File: config.mk
export PLATFORM = sky130hd
export DESIGN_NAME = script_token_boundary_scanner_core
export DESIGN_NICKNAME = d
export VERILOG_FILES = /design/src/design/stbs_pkg.sv /design/src/design/stbs_step.sv /design/src/design/script_token_boundary_scanner_core.sv
export SDC_FILE = /design/constraint.sdc
export NUM_CORES = 1
export LEC_CHECK = 0
export BUFFER_PORTS_ARGS = -buffer_cell sky130_fd_sc_hd__buf_2
export CAP_MARGIN = 20
export CORE_ASPECT_RATIO = 1.25
export CORE_MARGIN = 4
export CORE_UTILIZATION = 60
export DETAILED_ROUTE_END_ITERATION = 7
export PLACE_DENSITY = 0.88
export SLEW_MARGIN = 15
export SYNTH_ARGS = -nofsm -noshare
export SYNTH_HDL_FRONTEND = slang
export SYNTH_SLANG_ARGS = --single-unit
File: constraint.sdc
create_clock -name clk -period 9 [get_ports clk]
set_input_delay 1.8 -clock clk [delete_from_list [all_inputs] [get_ports clk]]
set_output_delay 1.8 -clock clk [all_outputs]
set_load 0.03 [all_outputs]
File: src/design/stbs_pkg.sv
// ----------------------------------------------------------------------------
// stbs_pkg: shared types and character helpers for the token boundary scanner
// Phase and sub-step codes, token kinds, scanner control word, byte classes.
// ----------------------------------------------------------------------------
package stbs_pkg;

  localparam int OFFSET_BITS_DEF = 16;
  localparam logic [3:0] KW_LEN = 4'd9;

  localparam logic [7:0] CH_NUL   = 8'h00;
  localparam logic [7:0] CH_TAB   = 8'h09;
  localparam logic [7:0] CH_LF    = 8'h0A;
  localparam logic [7:0] CH_CR    = 8'h0D;
  localparam logic [7:0] CH_SPACE = 8'h20;
  localparam logic [7:0] CH_PCT   = 8'h25;
  localparam logic [7:0] CH_QUOTE = 8'h27;
  localparam logic [7:0] CH_LPAR  = 8'h28;
  localparam logic [7:0] CH_RPAR  = 8'h29;
  localparam logic [7:0] CH_COMMA = 8'h2C;
  localparam logic [7:0] CH_DOT   = 8'h2E;
  localparam logic [7:0] CH_SLASH = 8'h2F;
  localparam logic [7:0] CH_COLON = 8'h3A;
  localparam logic [7:0] CH_SEMI  = 8'h3B;
  localparam logic [7:0] CH_LBRK  = 8'h5B;
  localparam logic [7:0] CH_BSL   = 8'h5C;
  localparam logic [7:0] CH_UNDER = 8'h5F;
  localparam logic [7:0] CH_LBRC  = 8'h7B;

  typedef enum logic [1:0] {PH_IDLE, PH_TERM, PH_BODY, PH_VALUE} phase_t;
  typedef enum logic [1:0] {T_SKIP, T_COMMENT, T_RUN} term_sub_t;
  typedef enum logic [2:0] {B_LEAD, B_WS, B_KW, B_AFTER, B_LINE} body_sub_t;
  typedef enum logic [1:0] {U_LEAD, U_Q2, U_MAIN, U_STR} value_sub_t;
  typedef enum logic [1:0] {TK_NONE, TK_TERM, TK_BODY, TK_VALUE} kind_t;

  typedef struct packed {
    phase_t     phase;
    term_sub_t  term_sub;
    body_sub_t  body_sub;
    value_sub_t value_sub;
    logic [2:0] kinds;
    logic [3:0] kw_idx;
    logic       raw_seen;
    logic       space_waiting;
    logic       last_was_word;
    logic       content_seen;
  } ctl_t;

  localparam ctl_t CTL_RESET = '{
    phase: PH_IDLE, term_sub: T_SKIP, body_sub: B_LEAD, value_sub: U_LEAD,
    kinds: 3'd0, kw_idx: 4'd0, raw_seen: 1'b0, space_waiting: 1'b0,
    last_was_word: 1'b0, content_seen: 1'b0
  };

  function automatic logic is_blank(input logic [7:0] c);
    return (c == CH_SPACE) || (c == CH_TAB);
  endfunction

  function automatic logic is_wordch(input logic [7:0] c);
    return (c >= 8'h41 && c <= 8'h5A) || (c >= 8'h61 && c <= 8'h7A) ||
           (c >= 8'h30 && c <= 8'h39) || (c == CH_UNDER) || (c == CH_DOT);
  endfunction

  function automatic logic opens_bracket(input logic [7:0] c);
    return (c == CH_LBRC) || (c == CH_LBRK) || (c == CH_LPAR);
  endfunction

  function automatic logic value_stop(input logic [7:0] c);
    return (c == CH_LF) || (c == CH_CR) || (c == CH_SEMI) || (c == CH_PCT) ||
           (c == CH_COMMA) || (c == CH_RPAR) || (c == CH_NUL);
  endfunction

  // closing keyword of a script body, one letter per index
  function automatic logic [7:0] kw_char(input logic [3:0] i);
    logic [7:0] r;
    case (i)
      4'd0:    r = 8'h45; // E
      4'd1:    r = 8'h6E; // n
      4'd2:    r = 8'h64; // d
      4'd3:    r = 8'h53; // S
      4'd4:    r = 8'h63; // c
      4'd5:    r = 8'h72; // r
      4'd6:    r = 8'h69; // i
      4'd7:    r = 8'h70; // p
      4'd8:    r = 8'h74; // t
      default: r = 8'h00;
    endcase
    return r;
  endfunction

endpackage

File: src/design/stbs_step.sv
// ----------------------------------------------------------------------------
// stbs_step: single-byte scanner step
// Given the scanner state and one byte, works out the next state and whether
// the scan attempt ends here, with the token kind and offsets.
// ----------------------------------------------------------------------------
module stbs_step #(
  parameter int OFFSET_BITS = stbs_pkg::OFFSET_BITS_DEF
) (
  input  stbs_pkg::ctl_t         ctl,
  input  logic [OFFSET_BITS-1:0] position,
  input  logic [OFFSET_BITS-1:0] start_offset,
  input  logic [OFFSET_BITS-1:0] marked_end,
  input  logic                   scan_start,
  input  logic [2:0]             valid_kinds,
  input  logic [7:0]             char_code,
  output stbs_pkg::ctl_t         ctl_next,
  output logic [OFFSET_BITS-1:0] position_next,
  output logic [OFFSET_BITS-1:0] start_offset_next,
  output logic [OFFSET_BITS-1:0] marked_end_next,
  output logic                   res_valid,
  output stbs_pkg::kind_t        res_kind,
  output logic [15:0]            res_start,
  output logic [15:0]            res_end
);
  import stbs_pkg::*;

  ctl_t                   c;
  logic                   cons, skip, done, gup, w;
  kind_t                  kind;
  logic [OFFSET_BITS-1:0] pos_base, so_base, me, pos_inc;
  logic [7:0]             b;

  function automatic ctl_t enter(input ctl_t s, input phase_t p);
    ctl_t r;
    r = CTL_RESET;
    r.kinds = s.kinds;
    r.phase = p;
    return r;
  endfunction

  function automatic logic [15:0] clamp16(input logic [OFFSET_BITS-1:0] v);
    logic [OFFSET_BITS+15:0] ext;
    ext = {16'd0, v};
    return (ext > (OFFSET_BITS+16)'(16'hFFFF)) ? 16'hFFFF : ext[15:0];
  endfunction

  assign b = char_code;

  // next state: phases cascade in order, each one picking up where the last stopped
  always_comb begin
    c    = ctl;
    cons = 1'b0;
    skip = 1'b0;
    done = 1'b0;
    gup  = 1'b0;
    w    = 1'b0;
    kind = TK_NONE;
    pos_base = scan_start ? '0 : position;
    so_base  = scan_start ? '0 : start_offset;
    me       = scan_start ? '0 : marked_end;
    pos_inc  = (&pos_base) ? pos_base : pos_base + OFFSET_BITS'(1);

    if (scan_start) begin
      c = CTL_RESET;
      c.kinds = valid_kinds;
      if (valid_kinds[0])      c = enter(c, PH_TERM);
      else if (valid_kinds[1]) c = enter(c, PH_BODY);
      else if (valid_kinds[2]) c = enter(c, PH_VALUE);
      else                     done = 1'b1;
    end

    // statement terminator
    if (!done && c.phase == PH_TERM) begin
      gup = 1'b0;
      if (c.term_sub == T_SKIP) begin
        if (is_blank(b) || b == CH_CR) begin
          cons = 1'b1; skip = 1'b1;
        end else if (b == CH_PCT) begin
          cons = 1'b1; skip = 1'b1; c.term_sub = T_COMMENT;
        end else if (b != CH_SEMI && b != CH_LF && b != CH_NUL) begin
          gup = 1'b1;
        end else begin
          c.term_sub = T_RUN;
        end
      end else if (c.term_sub == T_COMMENT) begin
        if (b != CH_LF && b != CH_NUL) begin
          cons = 1'b1; skip = 1'b1;
        end else begin
          c.term_sub = T_RUN;
        end
      end
      if (!cons && !gup && c.term_sub == T_RUN) begin
        if (b == CH_SEMI || b == CH_LF || b == CH_CR || is_blank(b)) begin
          cons = 1'b1;
        end else begin
          me = pos_base; done = 1'b1; kind = TK_TERM;
        end
      end
      if (gup) begin
        if (c.kinds[1])      c = enter(c, PH_BODY);
        else if (c.kinds[2]) c = enter(c, PH_VALUE);
        else                 done = 1'b1;
      end
    end

    // script body
    if (!done && !cons && c.phase == PH_BODY) begin
      gup = 1'b0;
      if (c.body_sub == B_LEAD) begin
        if (is_blank(b) || b == CH_CR || b == CH_LF) begin
          cons = 1'b1; skip = 1'b1;
        end else if (b == CH_NUL) begin
          gup = 1'b1;
        end else begin
          me = pos_base; c.body_sub = B_WS;
        end
      end
      if (!cons && !gup && c.body_sub == B_WS) begin
        if (is_blank(b)) begin
          cons = 1'b1;
        end else begin
          c.kw_idx = 4'd0; c.body_sub = B_KW;
        end
      end
      if (!cons && !gup && c.body_sub == B_KW) begin
        if (c.kw_idx < KW_LEN && b == kw_char(c.kw_idx)) begin
          cons = 1'b1;
          c.kw_idx = c.kw_idx + 4'd1;
          if (c.kw_idx >= KW_LEN) c.body_sub = B_AFTER;
        end else begin
          c.body_sub = B_LINE;
        end
      end
      if (!cons && !gup && c.body_sub == B_AFTER) begin
        if (!is_wordch(b)) begin
          if (!c.content_seen) gup = 1'b1;
          else begin
            done = 1'b1; kind = TK_BODY;
          end
        end else begin
          c.body_sub = B_LINE;
        end
      end
      if (!cons && !gup && !done && c.body_sub == B_LINE) begin
        if (b == CH_NUL) begin
          me = pos_base;
          if (!c.content_seen) gup = 1'b1;
          else begin
            done = 1'b1; kind = TK_BODY;
          end
        end else begin
          cons = 1'b1;
          c.content_seen = 1'b1;
          if (b == CH_LF) begin
            me = pos_inc; c.body_sub = B_WS;
          end
        end
      end
      if (gup) begin
        if (c.kinds[2]) c = enter(c, PH_VALUE);
        else            done = 1'b1;
      end
    end

    // unquoted value
    if (!done && !cons && c.phase == PH_VALUE) begin
      gup = 1'b0;
      if (c.value_sub == U_LEAD) begin
        if (is_blank(b)) begin
          cons = 1'b1; skip = 1'b1;
        end else if (value_stop(b) || opens_bracket(b)) begin
          gup = 1'b1;
        end else if (b == CH_QUOTE) begin
          cons = 1'b1; c.value_sub = U_Q2;
        end else begin
          c.value_sub = U_MAIN;
        end
      end
      if (!cons && !gup && c.value_sub == U_Q2) begin
        if (b != CH_QUOTE) gup = 1'b1;
        else begin
          c.raw_seen = 1'b1; c.value_sub = U_MAIN;
        end
      end
      if (!cons && !gup && c.value_sub == U_STR) begin
        if (b != CH_QUOTE && b != CH_LF && b != CH_NUL) begin
          cons = 1'b1;
        end else begin
          c.content_seen  = 1'b1;
          c.space_waiting = 1'b0;
          c.last_was_word = 1'b0;
          c.value_sub     = U_MAIN;
          if (b == CH_QUOTE) cons = 1'b1;
        end
      end
      if (!cons && !gup && c.value_sub == U_MAIN) begin
        if (value_stop(b)) begin
          if (!c.raw_seen || !c.content_seen) gup = 1'b1;
          else begin
            me = pos_base; done = 1'b1; kind = TK_VALUE;
          end
        end else if (b == CH_QUOTE) begin
          cons = 1'b1; c.value_sub = U_STR;
        end else if (opens_bracket(b)) begin
          gup = 1'b1;
        end else begin
          if (b == CH_SLASH || b == CH_BSL || b == CH_COLON) c.raw_seen = 1'b1;
          if (is_blank(b)) begin
            c.space_waiting = c.content_seen;
          end else begin
            w = is_wordch(b);
            if (c.space_waiting && c.last_was_word && w) c.raw_seen = 1'b1;
            c.space_waiting = 1'b0;
            c.last_was_word = w;
            c.content_seen  = 1'b1;
          end
          cons = 1'b1;
        end
      end
      if (gup) done = 1'b1;
    end

    if (done) c = enter(c, PH_IDLE);

    ctl_next          = c;
    position_next     = cons ? pos_inc : pos_base;
    start_offset_next = skip ? pos_inc : so_base;
    marked_end_next   = me;
  end

  // result word
  always_comb begin
    res_valid = done;
    res_kind  = kind;
    res_start = (kind != TK_NONE) ? clamp16(so_base) : 16'd0;
    res_end   = (kind != TK_NONE) ? clamp16(me) : 16'd0;
  end

endmodule

File: src/design/script_token_boundary_scanner_core.sv
// ----------------------------------------------------------------------------
// script_token_boundary_scanner_core: token boundary scanner top level
// Input register, one-byte scanner step, registered result word.
// ----------------------------------------------------------------------------
// One byte word is taken per clock cycle unless the input side stalls. Each
// word is captured in an input register and handled by the combinational
// scanner step; a result, when the scan attempt ends, is written from there
// into the output register, where token_valid rises. Throughput is one byte
// per cycle, since the step sits between the input and result registers; the
// input side stalls only when the byte in the input register would end a
// scan while the output register still holds an untaken result.
module script_token_boundary_scanner_core #(
  parameter int OFFSET_BITS = stbs_pkg::OFFSET_BITS_DEF
) (
  input  logic        clk,
  input  logic        rst,
  input  logic        char_valid,
  output logic        char_stall,
  input  logic        scan_start,
  input  logic [2:0]  valid_kinds,
  input  logic [7:0]  char_code,
  output logic        token_valid,
  input  logic        token_stall,
  output logic [1:0]  token_kind,
  output logic [15:0] token_start,
  output logic [15:0] token_end
);
  import stbs_pkg::*;

  // input register
  logic       iv;
  logic       i_start;
  logic [2:0] i_kinds;
  logic [7:0] i_char;

  // scanner state
  ctl_t                   ctl, ctl_next;
  logic [OFFSET_BITS-1:0] position, position_next;
  logic [OFFSET_BITS-1:0] start_offset, start_offset_next;
  logic [OFFSET_BITS-1:0] marked_end, marked_end_next;

  // step result and output register
  logic        res_valid;
  kind_t       res_kind;
  logic [15:0] res_start, res_end;
  kind_t       tok_kind;
  logic        out_free, step_go;

  stbs_step #(.OFFSET_BITS(OFFSET_BITS)) u_step (
    .ctl               (ctl),
    .position          (position),
    .start_offset      (start_offset),
    .marked_end        (marked_end),
    .scan_start        (i_start),
    .valid_kinds       (i_kinds),
    .char_code         (i_char),
    .ctl_next          (ctl_next),
    .position_next     (position_next),
    .start_offset_next (start_offset_next),
    .marked_end_next   (marked_end_next),
    .res_valid         (res_valid),
    .res_kind          (res_kind),
    .res_start         (res_start),
    .res_end           (res_end)
  );

  assign out_free   = !token_valid || !token_stall;
  assign step_go    = iv && (!res_valid || out_free);
  assign char_stall = iv && !step_go;

  always_ff @(posedge clk) begin
    if (rst) begin
      iv <= 1'b0;
    end else if (!char_stall) begin
      iv <= char_valid;
    end
  end

  always_ff @(posedge clk) begin
    if (char_valid && !char_stall) begin
      i_start <= scan_start;
      i_kinds <= valid_kinds;
      i_char  <= char_code;
    end
  end

  always_ff @(posedge clk) begin
    if (rst) begin
      ctl          <= CTL_RESET;
      position     <= '0;
      start_offset <= '0;
      marked_end   <= '0;
    end else if (step_go) begin
      ctl          <= ctl_next;
      position     <= position_next;
      start_offset <= start_offset_next;
      marked_end   <= marked_end_next;
    end
  end

  always_ff @(posedge clk) begin
    if (rst) begin
      token_valid <= 1'b0;
    end else if (step_go && res_valid) begin
      token_valid <= 1'b1;
    end else if (!token_stall) begin
      token_valid <= 1'b0;
    end
  end

  always_ff @(posedge clk) begin
    if (step_go && res_valid) begin
      tok_kind    <= res_kind;
      token_start <= res_start;
      token_end   <= res_end;
    end
  end

  assign token_kind = tok_kind;

endmodule
==> metrics <==
fraction of the cycle the final worst path needs 87.76%; total wire length 24,260 um; Synth Net Count 935; filler cell count 1,048; RSZ-0062 raised after global routing no; mean post-synth cell area 8.506 um2; number of hold buffers added after cts 0; antenna violations before repair 0; highest-utilization routing layer at the global route stage met2; class of the most critical setup path reg2out; sum of internal, switching and leakage power 1395 uW; total die area 14,820 um2; total track usage 33.53%; sequential cell area fraction in the yosys report 35.61%; First-pass DRT Iterations 6; final number of max-transition violations 0; peak clock frequency supported by timing 0.1266 GHz; EDFF count, synth 46; row cnt 46; via count of the first global-routing pass 7,302; pre-CTS setup slack 1668 ps; highest ir drop seen on vdd 0.09782 mV; number of DRC violations after detailed routing 0; Post-Syn Instances 912; max-cap violation count 0; average wire per standard cell 21.72 um; clock buffer depth 2; H-Tree Level Count 4; dominant register cell in the synthesized netlist dfxtp_1; peak fanout along the critical path 21; input/output buffers 51; Worst EP required 7200 ps; floorplan die height 135.1 um; Min Clock Period, post-route 7898 ps; Std-Cell Core Area 12,660 um2; HPWL after detailed placement 17,280 um; master cell of the clock root buffer clkbuf_16; setup_tns 0 ps; global-route wire length before repair 38,050 um; most area-consuming cells after synthesis dfxtp_1 (18%), edfxtp_1 (18%), nand2_1 (4.8%); chain of cells forming the critical path nor2_1 > and3_1 > o311a_4 > a21boi_4 > nor4b_4 > nor2_1 > nand2_1 > ha_1 > nand2b_1 > and2_1 > o211a_1 > a211o_1 > and4bb_4 > and3_1 > o31ai_2 > o211ai_1 > nand2_1 > nand3_1 > nand4_1 > inv_1 > buf_2; CTS Buf Count 17; grt total ovfl 0; Worst-Margin Slew 1066 ps; Post-DRT Antenna Nets 0; run status finished clean; DR vias/cell 6.862; setup fix buffers added after clock tree synthesis 0; post-synthesis cell type with the largest combined area dfxtp_1; PostCTS Resize Cnt 0; Worst slew margin 28.17%; layout cells sized above 1 14.12%; Critical Path Start Type flop; sequential cell area 2763 um2; number of setup violations in the final report 0; type of the tightest min-delay check reg2reg; data arrival time of the critical path 6100 ps; kind of capture point of the worst setup path output pin; Die Wd 109.7 um; maximum number of pins on one net before global-route repair 35; Sink Count 115; clock insertion delay at the later pin of the skew report 430 ps; Layout Area Growth over Synthesis 10.71%; GRT met1 Usage 35.83%; Iteration-0 DRC Markers 700; library cell contributing the largest single delay on the critical path edfxtp_1; number of hold-slack violations in the final timing report 0; ports placed on the boundary 52; area taken by multi-input logic gates 4614 um2; routability cong. 1.000; diode insertion count for antenna repair 0; TritonCTS clock tree done; effective utilization at floorplan 61.26%; met2 global-route usage 55.80%; leading cell types in the layout, fill and taps excluded nand2_1 (99), nor2_1 (78), dfxtp_1 (69), a21oi_1 (62), buf_2 (51); total number of yosys warnings 0; commonest non-fill, non-tap cell in the layout nand2_1; Yosys reg bits 115; met3 usage 8.321%; leakage power total 0.003098 uW; Worst Slack Setup Final 1102 ps; mapped cell area 7757 um2; Largest stage delay, worst path 760 ps; ratio of total power to cell area 162.4 nW/um2; clock-pin slew reported for the worst setup and hold paths after clock tree synthesis 60 ps; distinct cell type count of the synthesized netlist 94; worst-case clock skew 9.245 ps; top cell type's share of synthesized area 17.81%; final net count 959; via count 7,665; ys async rst share 0%
sequential cells by signal, indices dropped and copies added, names as in the netlist:
signal and flops:
ctl 19, token_end 16, start_offset 16, token_valid 1, i_char 8, i_kinds 3, token_kind 2, iv 1
position 16, token_start 16, i_start 1, marked_end 16
cells by family after synthesis:
family | share of synthesized area (%)
mux | 3.129
xor+xnor | 2.484
fa+ha+maj | 1.129
flops | 35.61
simple gates | 25.08
compound gates | 27.60
buf+inv | 4.968
synth_stat cells, drive strengths merged, types with 16 or more instances:
cell type   n
dfxtp      69
inv        30
and2       28
nor2       79
nand2      99
a21oi      68
mux2i      22
edfxtp     46
buf        26
a31oi      16
nor3       31
clkbuf     32
nand3      26
o22ai      18
o21ai      41
o2bb2ai    30
nor2b      17
worst max-delay path, delay by kind of cell (launching register included):
family	cells	cell delay, ps
AOI/OAI and AO/OA	6	1430
adders and majority gates	1	230
buffers and inverters	2	270
DFF	1	760
and+or+nand+nor	12	2970
routing by layer:
layer  share of wire [%]  wire length (um)
met1                  34              8327
met2                  49             11910
met3                 8.3              2007
met4                 8.3              2019
met5                   0                 0
area by class of cell:
class                           count  area share [%]
Multi-Input combinational cell    709           53.73
Sequential cell                   115           32.17
Clock buffer                       18           4.997
Timing Repair Buffer               63           4.021
Tap cell                          168           2.448
Clock inverter                     14           1.326
Inverter                           30           1.311
path summary, 6_finish.rpt:
path                  startpoint        endpoint  slack, ps  depth (start not counted)
setup / recovery       i_char[0]      char_stall       1100                         21
hold / removal    marked_end[12]  marked_end[12]        460                          2
setup reg to reg       i_char[0]   token_kind[1]       1740                         21
hold reg to reg   marked_end[12]  marked_end[12]        460                          2
metrics by stage:
step	instance area (um2)	cells	hold WS [ps]	utilization, %
floorplan	7757	912	424.2	-
global placement	8025	1083	436.2	63.38
detailed placement	8033	1084	445.4	63.44
CTS	8576	1116	458.7	67.73
global route	8588	1117	479.2	67.83
finish	8588	1117	461.2	67.83
power by group:
| part | leakage (uW) | switching [uW] | internal, uW |
|---|---|---|---|
| combinational | 0.00187 | 131 | 54.7 |
| sequential | 0.000956 | 19.1 | 559 |
| clock | 0.000267 | 255 | 376 |
Power figures use the tool's default switching activity.
